$ cat src/rtl/core/oat_pkg.sv
// Package for the ordered array table: field widths, request and status codes,
// operation and state enums, and the queue entry struct.
// No dependencies; every file of the block imports it.
package oat_pkg;

	// Default configuration
	localparam int CAPACITY_DEF  = 16;
	localparam int WORD_BITS_DEF = 32;

	// Port field widths
	localparam int REQ_TYPE_BITS = 3;
	localparam int POS_BITS      = 5;
	localparam int VALUE_BITS    = 32;
	localparam int STATUS_BITS   = 2;
	localparam int MIDX_BITS     = 4;
	localparam int COUNT_BITS    = 5;

	// Request queue depth between front and back
	localparam int QDEPTH     = 2;
	localparam int QPTR_BITS  = (QDEPTH > 1) ? $clog2(QDEPTH) : 1;
	localparam int QCNT_BITS  = $clog2(QDEPTH + 1);

	// Request codes on req_type
	localparam logic [REQ_TYPE_BITS-1:0] REQ_PUSH   = 3'd0;
	localparam logic [REQ_TYPE_BITS-1:0] REQ_POP    = 3'd1;
	localparam logic [REQ_TYPE_BITS-1:0] REQ_INSERT = 3'd2;
	localparam logic [REQ_TYPE_BITS-1:0] REQ_ERASE  = 3'd3;
	localparam logic [REQ_TYPE_BITS-1:0] REQ_FIND   = 3'd4;

	// Status codes on status
	localparam logic [STATUS_BITS-1:0] STATUS_DONE  = 2'd0;
	localparam logic [STATUS_BITS-1:0] STATUS_RANGE = 2'd1;
	localparam logic [STATUS_BITS-1:0] STATUS_FULL  = 2'd2;
	localparam logic [STATUS_BITS-1:0] STATUS_EMPTY = 2'd3;

	// Classified operation handed from front to back
	typedef enum logic [2:0] {
		OP_PUSH,
		OP_POP,
		OP_INSERT,
		OP_ERASE,
		OP_FIND,
		OP_NOP
	} op_t;

	// Back-end sequencer states
	typedef enum logic {
		ST_RUN,
		ST_FIND
	} state_t;

	// Queue entry control part (the word travels beside it)
	typedef struct packed {
		op_t                 op;
		logic [POS_BITS-1:0] position;
	} req_t;

endpackage

$ cat src/rtl/core/oat_front.sv
// Front end of the ordered array table: accepts request beats, classifies
// the request code and holds decoded requests in a short queue.
// Depends on oat_pkg.
module oat_front #(
	parameter int WORD_BITS = oat_pkg::WORD_BITS_DEF
) (
	input  logic                                clk,
	input  logic                                arst_n,
	input  logic                                req_valid,
	output logic                                req_stall,
	input  logic [oat_pkg::REQ_TYPE_BITS-1:0]   req_type,
	input  logic [oat_pkg::POS_BITS-1:0]        position,
	input  logic signed [oat_pkg::VALUE_BITS-1:0] value,
	output logic                                q_valid,
	output oat_pkg::req_t                       q_head,
	output logic [WORD_BITS-1:0]                q_word,
	input  logic                                q_pop
);
	import oat_pkg::*;

	req_t                 slot_q [QDEPTH];
	logic [WORD_BITS-1:0] word_q [QDEPTH];
	logic [QPTR_BITS-1:0] wr_q;
	logic [QPTR_BITS-1:0] rd_q;
	logic [QCNT_BITS-1:0] cnt_q;
	req_t                 dec;
	logic                 push;

	// Classify the request code
	always_comb begin
		dec.position = position;
		case (req_type)
			REQ_PUSH:   dec.op = OP_PUSH;
			REQ_POP:    dec.op = OP_POP;
			REQ_INSERT: dec.op = OP_INSERT;
			REQ_ERASE:  dec.op = OP_ERASE;
			REQ_FIND:   dec.op = OP_FIND;
			default:    dec.op = OP_NOP;
		endcase
	end

	assign req_stall = (cnt_q == QCNT_BITS'(QDEPTH));
	assign push      = req_valid && !req_stall;
	assign q_valid   = (cnt_q != '0);
	assign q_head    = slot_q[rd_q];
	assign q_word    = word_q[rd_q];

	// Store accepted beats; stored word keeps only the low WORD_BITS bits
	always_ff @(posedge clk) begin
		if (push) begin
			slot_q[wr_q] <= dec;
			word_q[wr_q] <= WORD_BITS'($unsigned(value));
		end
	end

	// Advance pointers and occupancy
	always_ff @(posedge clk or negedge arst_n) begin
		if (!arst_n) begin
			wr_q  <= '0;
			rd_q  <= '0;
			cnt_q <= '0;
		end else begin
			if (push)
				wr_q <= (wr_q == QPTR_BITS'(QDEPTH - 1)) ? '0 : wr_q + 1'b1;
			if (q_pop)
				rd_q <= (rd_q == QPTR_BITS'(QDEPTH - 1)) ? '0 : rd_q + 1'b1;
			if (push && !q_pop)
				cnt_q <= cnt_q + 1'b1;
			else if (q_pop && !push)
				cnt_q <= cnt_q - 1'b1;
		end
	end

endmodule

$ cat src/rtl/core/oat_back.sv
// Back end of the ordered array table: the entry cells and fill count,
// request execution, find match scanning and the result register.
// Depends on oat_pkg.
module oat_back #(
	parameter int CAPACITY  = oat_pkg::CAPACITY_DEF,
	parameter int WORD_BITS = oat_pkg::WORD_BITS_DEF
) (
	input  logic                              clk,
	input  logic                              arst_n,
	input  logic                              q_valid,
	input  oat_pkg::req_t                     q_head,
	input  logic [WORD_BITS-1:0]              q_word,
	output logic                              q_pop,
	output logic                              res_valid,
	input  logic                              res_stall,
	output logic [oat_pkg::STATUS_BITS-1:0]   status,
	output logic                              match_found,
	output logic [oat_pkg::MIDX_BITS-1:0]     match_index,
	output logic [oat_pkg::COUNT_BITS-1:0]    count,
	output logic                              last
);
	import oat_pkg::*;

	localparam int CNT_BITS = $clog2(CAPACITY + 1);
	localparam int IDX_BITS = (CAPACITY > 1) ? $clog2(CAPACITY) : 1;
	localparam int CMP_BITS = (CNT_BITS > POS_BITS) ? CNT_BITS : POS_BITS;

	logic [WORD_BITS-1:0]   entries_q [CAPACITY];
	logic [WORD_BITS-1:0]   entries_nx [CAPACITY];
	logic [CNT_BITS-1:0]    fill_q;
	logic [CNT_BITS-1:0]    fill_nx;
	logic [CAPACITY-1:0]    mask_q;
	logic [CAPACITY-1:0]    match_vec;
	logic [CAPACITY-1:0]    mask_rest;
	logic [IDX_BITS-1:0]    low_idx;
	state_t                 state_q;
	state_t                 state_nx;
	logic                   load;
	logic                   emit_op;
	logic                   emit_find;
	logic                   find_start;
	logic                   find_last;
	logic [STATUS_BITS-1:0] op_status;
	logic [CMP_BITS-1:0]    pos_w;
	logic [CMP_BITS-1:0]    fill_w;

	logic                   res_valid_q;
	logic [STATUS_BITS-1:0] status_q;
	logic                   match_found_q;
	logic [MIDX_BITS-1:0]   match_index_q;
	logic [COUNT_BITS-1:0]  count_q;
	logic                   last_q;

	assign load   = !res_valid_q || !res_stall;
	assign pos_w  = CMP_BITS'(q_head.position);
	assign fill_w = CMP_BITS'(fill_q);

	// Compute status, new cells and new fill count of a non-find request
	always_comb begin
		op_status = STATUS_DONE;
		fill_nx   = fill_q;
		for (int i = 0; i < CAPACITY; i++)
			entries_nx[i] = entries_q[i];
		case (q_head.op)
			OP_PUSH: begin
				if (fill_w >= CMP_BITS'(CAPACITY)) begin
					op_status = STATUS_FULL;
				end else begin
					for (int i = 0; i < CAPACITY; i++)
						if (CMP_BITS'(i) == fill_w)
							entries_nx[i] = q_word;
					fill_nx = fill_q + 1'b1;
				end
			end
			OP_POP: begin
				if (fill_q == '0)
					op_status = STATUS_EMPTY;
				else
					fill_nx = fill_q - 1'b1;
			end
			OP_INSERT: begin
				if (pos_w > fill_w) begin
					op_status = STATUS_RANGE;
				end else if (fill_w >= CMP_BITS'(CAPACITY)) begin
					op_status = STATUS_FULL;
				end else begin
					for (int i = 0; i < CAPACITY; i++) begin
						if (CMP_BITS'(i) == pos_w)
							entries_nx[i] = q_word;
						else if (CMP_BITS'(i) > pos_w && i > 0)
							entries_nx[i] = entries_q[(i > 0) ? i - 1 : 0];
					end
					fill_nx = fill_q + 1'b1;
				end
			end
			OP_ERASE: begin
				if (pos_w >= fill_w) begin
					op_status = STATUS_RANGE;
				end else begin
					for (int i = 0; i + 1 < CAPACITY; i++)
						if (CMP_BITS'(i) >= pos_w)
							entries_nx[i] = entries_q[i + 1];
					fill_nx = fill_q - 1'b1;
				end
			end
			default: ;
		endcase
	end

	// Compare every held entry against the searched word
	always_comb begin
		for (int i = 0; i < CAPACITY; i++)
			match_vec[i] = (CMP_BITS'(i) < fill_w) && (entries_q[i] == q_word);
	end

	// Pick the lowest pending match and drop it from the mask
	always_comb begin
		low_idx = '0;
		for (int i = CAPACITY - 1; i >= 0; i--)
			if (mask_q[i])
				low_idx = IDX_BITS'(i);
	end
	assign mask_rest = mask_q & (mask_q - 1'b1);
	assign find_last = (mask_rest == '0);

	// Next state
	always_comb begin
		state_nx = state_q;
		case (state_q)
			ST_RUN:
				if (q_valid && load && q_head.op == OP_FIND)
					state_nx = ST_FIND;
			ST_FIND:
				if (load && find_last)
					state_nx = ST_RUN;
			default:
				state_nx = ST_RUN;
		endcase
	end

	// Sequencer outputs
	always_comb begin
		q_pop      = 1'b0;
		emit_op    = 1'b0;
		emit_find  = 1'b0;
		find_start = 1'b0;
		case (state_q)
			ST_RUN:
				if (q_valid && load) begin
					q_pop = 1'b1;
					if (q_head.op == OP_FIND)
						find_start = 1'b1;
					else
						emit_op = 1'b1;
				end
			ST_FIND:
				emit_find = load;
			default: ;
		endcase
	end

	// Update cells and pending match mask
	always_ff @(posedge clk) begin
		if (emit_op && op_status == STATUS_DONE) begin
			for (int i = 0; i < CAPACITY; i++)
				entries_q[i] <= entries_nx[i];
		end
		if (find_start)
			mask_q <= match_vec;
		else if (emit_find)
			mask_q <= mask_rest;
	end

	// Hold control state
	always_ff @(posedge clk or negedge arst_n) begin
		if (!arst_n) begin
			state_q     <= ST_RUN;
			fill_q      <= '0;
			res_valid_q <= 1'b0;
		end else begin
			state_q <= state_nx;
			if (emit_op)
				fill_q <= fill_nx;
			if (emit_op || emit_find)
				res_valid_q <= 1'b1;
			else if (!res_stall)
				res_valid_q <= 1'b0;
		end
	end

	// Load the result register
	always_ff @(posedge clk) begin
		if (emit_op) begin
			status_q      <= op_status;
			match_found_q <= 1'b0;
			match_index_q <= '0;
			count_q       <= COUNT_BITS'(fill_nx);
			last_q        <= 1'b1;
		end else if (emit_find) begin
			status_q      <= STATUS_DONE;
			match_found_q <= (mask_q != '0);
			match_index_q <= (mask_q != '0) ? MIDX_BITS'(low_idx) : '0;
			count_q       <= COUNT_BITS'(fill_q);
			last_q        <= find_last;
		end
	end

	assign res_valid   = res_valid_q;
	assign status      = status_q;
	assign match_found = match_found_q;
	assign match_index = match_index_q;
	assign count       = count_q;
	assign last        = last_q;

endmodule

$ cat src/rtl/core/ordered_array_table.sv
// Ordered array table top level: a fixed-capacity ordered list of words
// with push, pop, insert, erase and find requests.
// Depends on oat_pkg, oat_front and oat_back.
//
// Usage:
//   Request channel: req_valid/req_stall with req_type, position, value.
//   Result channel: res_valid/res_stall with status, match_found,
//   match_index, count, last. A beat moves when valid is high and stall low.
//   Every request gives one result beat, except find, which gives one beat
//   per matching index in ascending order (or one not-found beat); the
//   final beat of each request has last set.
//   Order: a request beat is registered in the request queue, then its result
//   in the result register. Push, pop, insert, erase and unknown codes execute
//   straight from the queue head; a find first loads its match mask, then the
//   single result register delivers one match per cycle while not stalled.
//   A two-entry request queue keeps accepting beats while the back end
//   works or the receiver stalls; req_stall rises only when it is full.
//   When res_stall is high while a result is valid, the result register holds and the back end waits.
//   Reset empties the table and the queue and drops any pending result;
//   entry contents are not cleared.
module ordered_array_table #(
	parameter int CAPACITY  = oat_pkg::CAPACITY_DEF,
	parameter int WORD_BITS = oat_pkg::WORD_BITS_DEF
) (
	input  logic                                  clk,
	input  logic                                  arst_n,
	input  logic                                  req_valid,
	output logic                                  req_stall,
	input  logic [oat_pkg::REQ_TYPE_BITS-1:0]     req_type,
	input  logic [oat_pkg::POS_BITS-1:0]          position,
	input  logic signed [oat_pkg::VALUE_BITS-1:0] value,
	output logic                                  res_valid,
	input  logic                                  res_stall,
	output logic [oat_pkg::STATUS_BITS-1:0]       status,
	output logic                                  match_found,
	output logic [oat_pkg::MIDX_BITS-1:0]         match_index,
	output logic [oat_pkg::COUNT_BITS-1:0]        count,
	output logic                                  last
);
	import oat_pkg::*;

	logic                 q_valid;
	req_t                 q_head;
	logic [WORD_BITS-1:0] q_word;
	logic                 q_pop;

	oat_front #(
		.WORD_BITS (WORD_BITS)
	) u_front (
		.clk       (clk),
		.arst_n    (arst_n),
		.req_valid (req_valid),
		.req_stall (req_stall),
		.req_type  (req_type),
		.position  (position),
		.value     (value),
		.q_valid   (q_valid),
		.q_head    (q_head),
		.q_word    (q_word),
		.q_pop     (q_pop)
	);

	oat_back #(
		.CAPACITY  (CAPACITY),
		.WORD_BITS (WORD_BITS)
	) u_back (
		.clk         (clk),
		.arst_n      (arst_n),
		.q_valid     (q_valid),
		.q_head      (q_head),
		.q_word      (q_word),
		.q_pop       (q_pop),
		.res_valid   (res_valid),
		.res_stall   (res_stall),
		.status      (status),
		.match_found (match_found),
		.match_index (match_index),
		.count       (count),
		.last        (last)
	);

endmodule
$ cat config.mk
export PLATFORM = sky130hd
export DESIGN_NAME = ordered_array_table
export DESIGN_NICKNAME = d
export VERILOG_FILES = /design/src/rtl/core/oat_pkg.sv /design/src/rtl/core/oat_front.sv /design/src/rtl/core/oat_back.sv /design/src/rtl/core/ordered_array_table.sv
export SDC_FILE = /design/constraint.sdc
export NUM_CORES = 2
export LEC_CHECK = 0
export BUFFER_PORTS_ARGS = -buffer_cell sky130_fd_sc_hd__buf_2
export CAP_MARGIN = 10
export CORE_UTILIZATION = 64
export DETAILED_ROUTE_END_ITERATION = 16
export MAX_ROUTING_LAYER = met4
export PLACE_DENSITY = 0.92
export SYNTH_ARGS = -nofsm -noshare
export SYNTH_HDL_FRONTEND = slang
export SYNTH_SLANG_ARGS = --single-unit
export TNS_END_PERCENT = 100
$ cat constraint.sdc
create_clock -name clk -period 7.57 [get_ports clk]
set_input_delay 2.271 -clock clk [delete_from_list [all_inputs] [get_ports clk]]
set_output_delay 2.271 -clock clk [all_outputs]
set_load 0.05 [all_outputs]
==> summary by stage <==
Outcome
The run finished with clean final reports.

Synth
The most used flip-flop cell after synthesis is sky130_fd_sc_hd__edfxtp_1. The cell area after technology mapping is 0.0375 mm². Synthesis inferred between 600 and 700 register bits. The mean instance size in the synthesized netlist is 10.4 µm².

The area share of fa/ha/maj cells after synthesis is less than 1%. The proportion of synthesized chip area in sequential cells is 50.3%. The synthesized net count is 3660.

The count of warnings emitted by yosys is 0. After synthesis, the largest family of logic cells by area is compound AO/OA/AOI/OAI gates. The cell count after synthesis came out at between 3000 and 4000. The count of different cell masters after synthesis is 74. Of the post-synthesis cell area, the part taken by muxes is about 2.5%.

The compound-gate portion of the synthesized area is 24.0%. Of the total synthesized cell area, the portion taken by XOR and XNOR cells is 12.1%. After Yosys synthesis, and, or, nand and nor cells account for 6.45% of the synthesized area. The async set-reset flop share out of synthesis is 1.74%.

The number of enable flip-flop cells after synthesis is 615.

Clock network
The quantity of hold-fixing buffers added after cts is 0. The clock transition at the register clock pins on the worst setup and hold paths after CTS is 0.06 ns. CTS built an H-tree with a depth of 3.

TritonCTS built the clock tree. In this run the deepest clock path goes through 3 buffers. The source-to-sink clock delay at the later pin of the worst-skew pair is ~0.64 ns. Buffers added to address setup during post-CTS repair amount to 0. The count of clock tree sinks is 632. The TritonCTS buffer count is 70. The tree is rooted in a sky130_fd_sc_hd__clkbuf_16. Gates resized during post-CTS repair numbered 0.

Route
The wire length on met1 is 50400 µm. In the detailed route, the total length drawn on met2 is about 63000 µm. The routed design uses 29900 µm of met3 wire. The first-pass detailed-route iteration total is 13. The number of nets with antenna violations after routing is 0. The first routing iteration left 7760 violations.

The per-cell via count in the routed design is roughly 7.9. Wires add up to 159000 µm. The total via count after detailed routing is 34400. The number of design rule violations left after detail routing is 0. The uppermost metal layer occupied by signal nets is met4. After detailed routing, the average wire length per cell comes to 36.7 µm.

GRT
The total routing resource utilization after global routing is 53.5%. The number of global-route vias before repair is 32000. The number of antenna violations at the first check in global routing was 3. The maximum number of pins on one net before global-route repair is 251.

The global-route wire length before repair is 221000 µm. Summed over all layers, the global routing overflow is 0.

Min path
The worst min-delay path category is reg2reg.

Timing
The count of pins over their slew limit was 0. Setup total negative slack on the finished layout was measured at 0 ns. For this run, the top clock speed supported by timing is 204 MHz. The number of hold violations in the final report is 0. For the pin with the worst max-slew slack, the measured transition is 1.34 ns.

The post-route fraction of the period consumed by the critical path is 64.8%. Hold timing on the final database bottoms out at a slack of 0.442 ns. The largest clock skew in the final design is 0.0334 ns.

Setup repair after global routing left no endpoint under its margin. The clock period could shrink to 4.91 ns. The total of endpoints with negative setup slack in the final report is 0.

The worst slew margin relative to its limit is 8.59%.

Critical path
The cell repeated most along the worst path is sky130_fd_sc_hd__buf_4. The highest-delay cell along the critical path is sky130_fd_sc_hd__buf_4. Among cell families on the critical path, the largest total delay comes from simple AND/OR/NAND/NOR gates.

The buffers plus inverters on the worst setup path is 2. The nature of the critical path startpoint is a flip-flop. Of all nets on the critical path, the largest fanout is 54. The critical path arrival is ~5.2 ns.

The worst setup path is of the reg2reg kind. Traced cell by cell, the critical path runs through buf_4, nor2_1, a31oi_1, nor2b_1, nand3_1, buf_4, nor2_4. The required time at the worst-slack endpoint is roughly 8 ns.

The worst setup path is captured at a flip-flop. On the worst path, the slowest cell contributes a delay of 0.95 ns.

Layout
Of the cells placed in the final design, the portion with a size suffix greater than 1 is 11.3%. The most frequent standard cell in the layout excluding fill and tap cells is sky130_fd_sc_hd__edfxtp_1. In the layout the commonest cells are sky130_fd_sc_hd__edfxtp_1, sky130_fd_sc_hd__a21oi_1, sky130_fd_sc_hd__xnor2_1, sky130_fd_sc_hd__a22oi_1, sky130_fd_sc_hd__o21ai_0. Relative to the synthesized area, the layout overhead comes to 9.17%. At the end of the flow, the number of nets in the layout was approximately 3600.

Power and ir drop
Total power for the finished layout comes to around 12 mW. VDD sags by at most 286 µV. For this design the ratio of total power to cell area is approximately 280 mW/mm². Summed over all cells, the static leakage comes to 11.8 nW.

Die
The starting density of the core is 64.8%. The die covers ~0.06 mm². The area of the core is 0.0578 mm². After floorplanning, the core was divided into 88 placement rows. The floorplan step set the die height to ~240 µm.

During I/O placement, the number of pins put on the boundary was 59. The die width is 244 µm.

Placed design
The final HPWL from detailed placement is 103000 µm. The placer congestion estimate is between 1 and 1.5. The number of buffers added on ports is 58.

Run
The max-capacitance violation count is 0.
-- state kept, by name, indices dropped and copies added (netlist names) --
register,flops
u_back.match_found,1
u_front.word_q,64
u_back.fill_q,5
u_front.slot_q,16
u_back.match_index,4
u_back.status,2
u_back.mask_q,16
u_back.res_valid,1
u_back.state_q,1
u_back.last,1
u_back.entries_q,512
u_front.rd_q,1
u_back.count,5
u_front.wr_q,1
u_front.cnt_q,2
-- final cells by class --
class                      instances  area, µm²
sequential                       632      18900
multi-input combinational       2606      17500
fill                            4228      16900
clock buffer                      95       1920
timing repair buffer             179       1260
tap                              765        957
clock inverter                    23        308
inverter                          21       78.8
antenna                            5       12.5
-- routing by layer --
metal  global-route usage [%]  up-vias
met5                        -        -
met4                     39.0        0
met3                     24.4     1022
met2                     70.5     3807
met1                     63.9    16000
li1                         -    13600
-- final timing paths --
check | start | to | slack (ns) | depth (start not counted)
max | u_front.rd_q | u_back.entries_q[0][190] | 2.66 | 7
min | u_back.match_index[1] | u_back.match_index[1] | 0.44 | 2
max reg2reg | u_front.rd_q | u_back.entries_q[0][190] | 2.66 | 7
min reg2reg | u_back.match_index[1] | u_back.match_index[1] | 0.44 | 2
max in group asynchronous | arst_n | u_front.rd_q | 5.76 | 1
min in group asynchronous | arst_n | u_front.wr_q | 1.55 | 1
-- power by group --
part           switching [mW]  leakage (nW)  internal (mW)
clock network            1.48          1.07           2.01
registers               0.114          5.75           4.18
logic                    2.73          4.98           1.08
total                    4.32          11.8           7.28
-- metrics by stage --
stage | instance area [µm²] | cells | utilization [%] | setup WS [ns]
6_report | 40900 | 4326 | 70.8 | 2.66
5_1_grt | 40900 | 4323 | 70.7 | 2.37
4_1_cts | 40900 | 4320 | 70.7 | 2.71
3_5_place_dp | 38600 | 4202 | 66.9 | 2.15
3_3_place_gp | 38600 | 4202 | 66.9 | 2.19
2_1_floorplan | 37500 | 3605 | - | 1.35
-- cells in the mapped netlist (3+ instances only) --
library cell / number / area share (%)
sky130_fd_sc_hd__mux2_1: 5 / 0.15
sky130_fd_sc_hd__ha_1: 11 / 0.37
sky130_fd_sc_hd__mux2i_4: 13 / 0.78
sky130_fd_sc_hd__o311ai_0: 3 / 0.070
sky130_fd_sc_hd__buf_6: 9 / 0.27
sky130_fd_sc_hd__a22oi_1: 436 / 8.7
sky130_fd_sc_hd__nand3_1: 24 / 0.32
sky130_fd_sc_hd__mux2i_2: 10 / 0.37
sky130_fd_sc_hd__o21ai_0: 253 / 3.4
sky130_fd_sc_hd__a2bb2oi_1: 5 / 0.12
sky130_fd_sc_hd__xnor2_1: 508 / 12
sky130_fd_sc_hd__nor3b_1: 13 / 0.26
sky130_fd_sc_hd__nor2_1: 162 / 1.6
sky130_fd_sc_hd__buf_4: 7 / 0.14
sky130_fd_sc_hd__clkbuf_1: 253 / 2.5
sky130_fd_sc_hd__a21oi_1: 554 / 7.4
sky130_fd_sc_hd__nand2_1: 41 / 0.41
sky130_fd_sc_hd__mux2_2: 29 / 0.87
sky130_fd_sc_hd__nor3_1: 30 / 0.40
sky130_fd_sc_hd__dfrtp_1: 11 / 0.73
sky130_fd_sc_hd__nor2b_1: 11 / 0.18
sky130_fd_sc_hd__or2_2: 7 / 0.12
sky130_fd_sc_hd__a31oi_1: 8 / 0.13
sky130_fd_sc_hd__o211ai_1: 7 / 0.14
sky130_fd_sc_hd__o21ai_1: 220 / 2.9
sky130_fd_sc_hd__edfxtp_1: 615 / 49
sky130_fd_sc_hd__a32oi_1: 3 / 0.070
sky130_fd_sc_hd__a21o_1: 3 / 0.060
sky130_fd_sc_hd__buf_2: 56 / 0.75
sky130_fd_sc_hd__xor2_1: 10 / 0.23
sky130_fd_sc_hd__o32ai_1: 3 / 0.070
sky130_fd_sc_hd__nor4_1: 73 / 1.2
sky130_fd_sc_hd__dfxtp_1: 6 / 0.32
sky130_fd_sc_hd__inv_1: 18 / 0.18
sky130_fd_sc_hd__o22ai_1: 3 / 0.050
sky130_fd_sc_hd__buf_1: 21 / 0.21
sky130_fd_sc_hd__nand4_1: 89 / 1.5
sky130_fd_sc_hd__mux2i_1: 13 / 0.35
sky130_fd_sc_hd__nand2b_1: 6 / 0.10
sky130_fd_sc_hd__a211oi_1: 6 / 0.12
-- logic make-up (layout without fill, tap and decap cells) --
| family | count (synthesis) | count (layout) |
|---|---|---|
| other | 0 | 5 |
| DFF | 632 | 632 |
| AOI/OAI and AO/OA | 1534 | 1534 |
| buffers and inverters | 367 | 318 |
| muxes | 70 | 70 |
| xor gates and xnor gates | 518 | 518 |
| adders and majority gates | 14 | 14 |
| and+or+nand+nor | 470 | 470 |
-- worst min-delay path, stage by stage (launching register included) --
cell	delay (ns)
sky130_fd_sc_hd__dfxtp_1	0.31
sky130_fd_sc_hd__nand2_1	0.05
sky130_fd_sc_hd__nand2_1	0.04
Power figures use the tool's default switching activity.
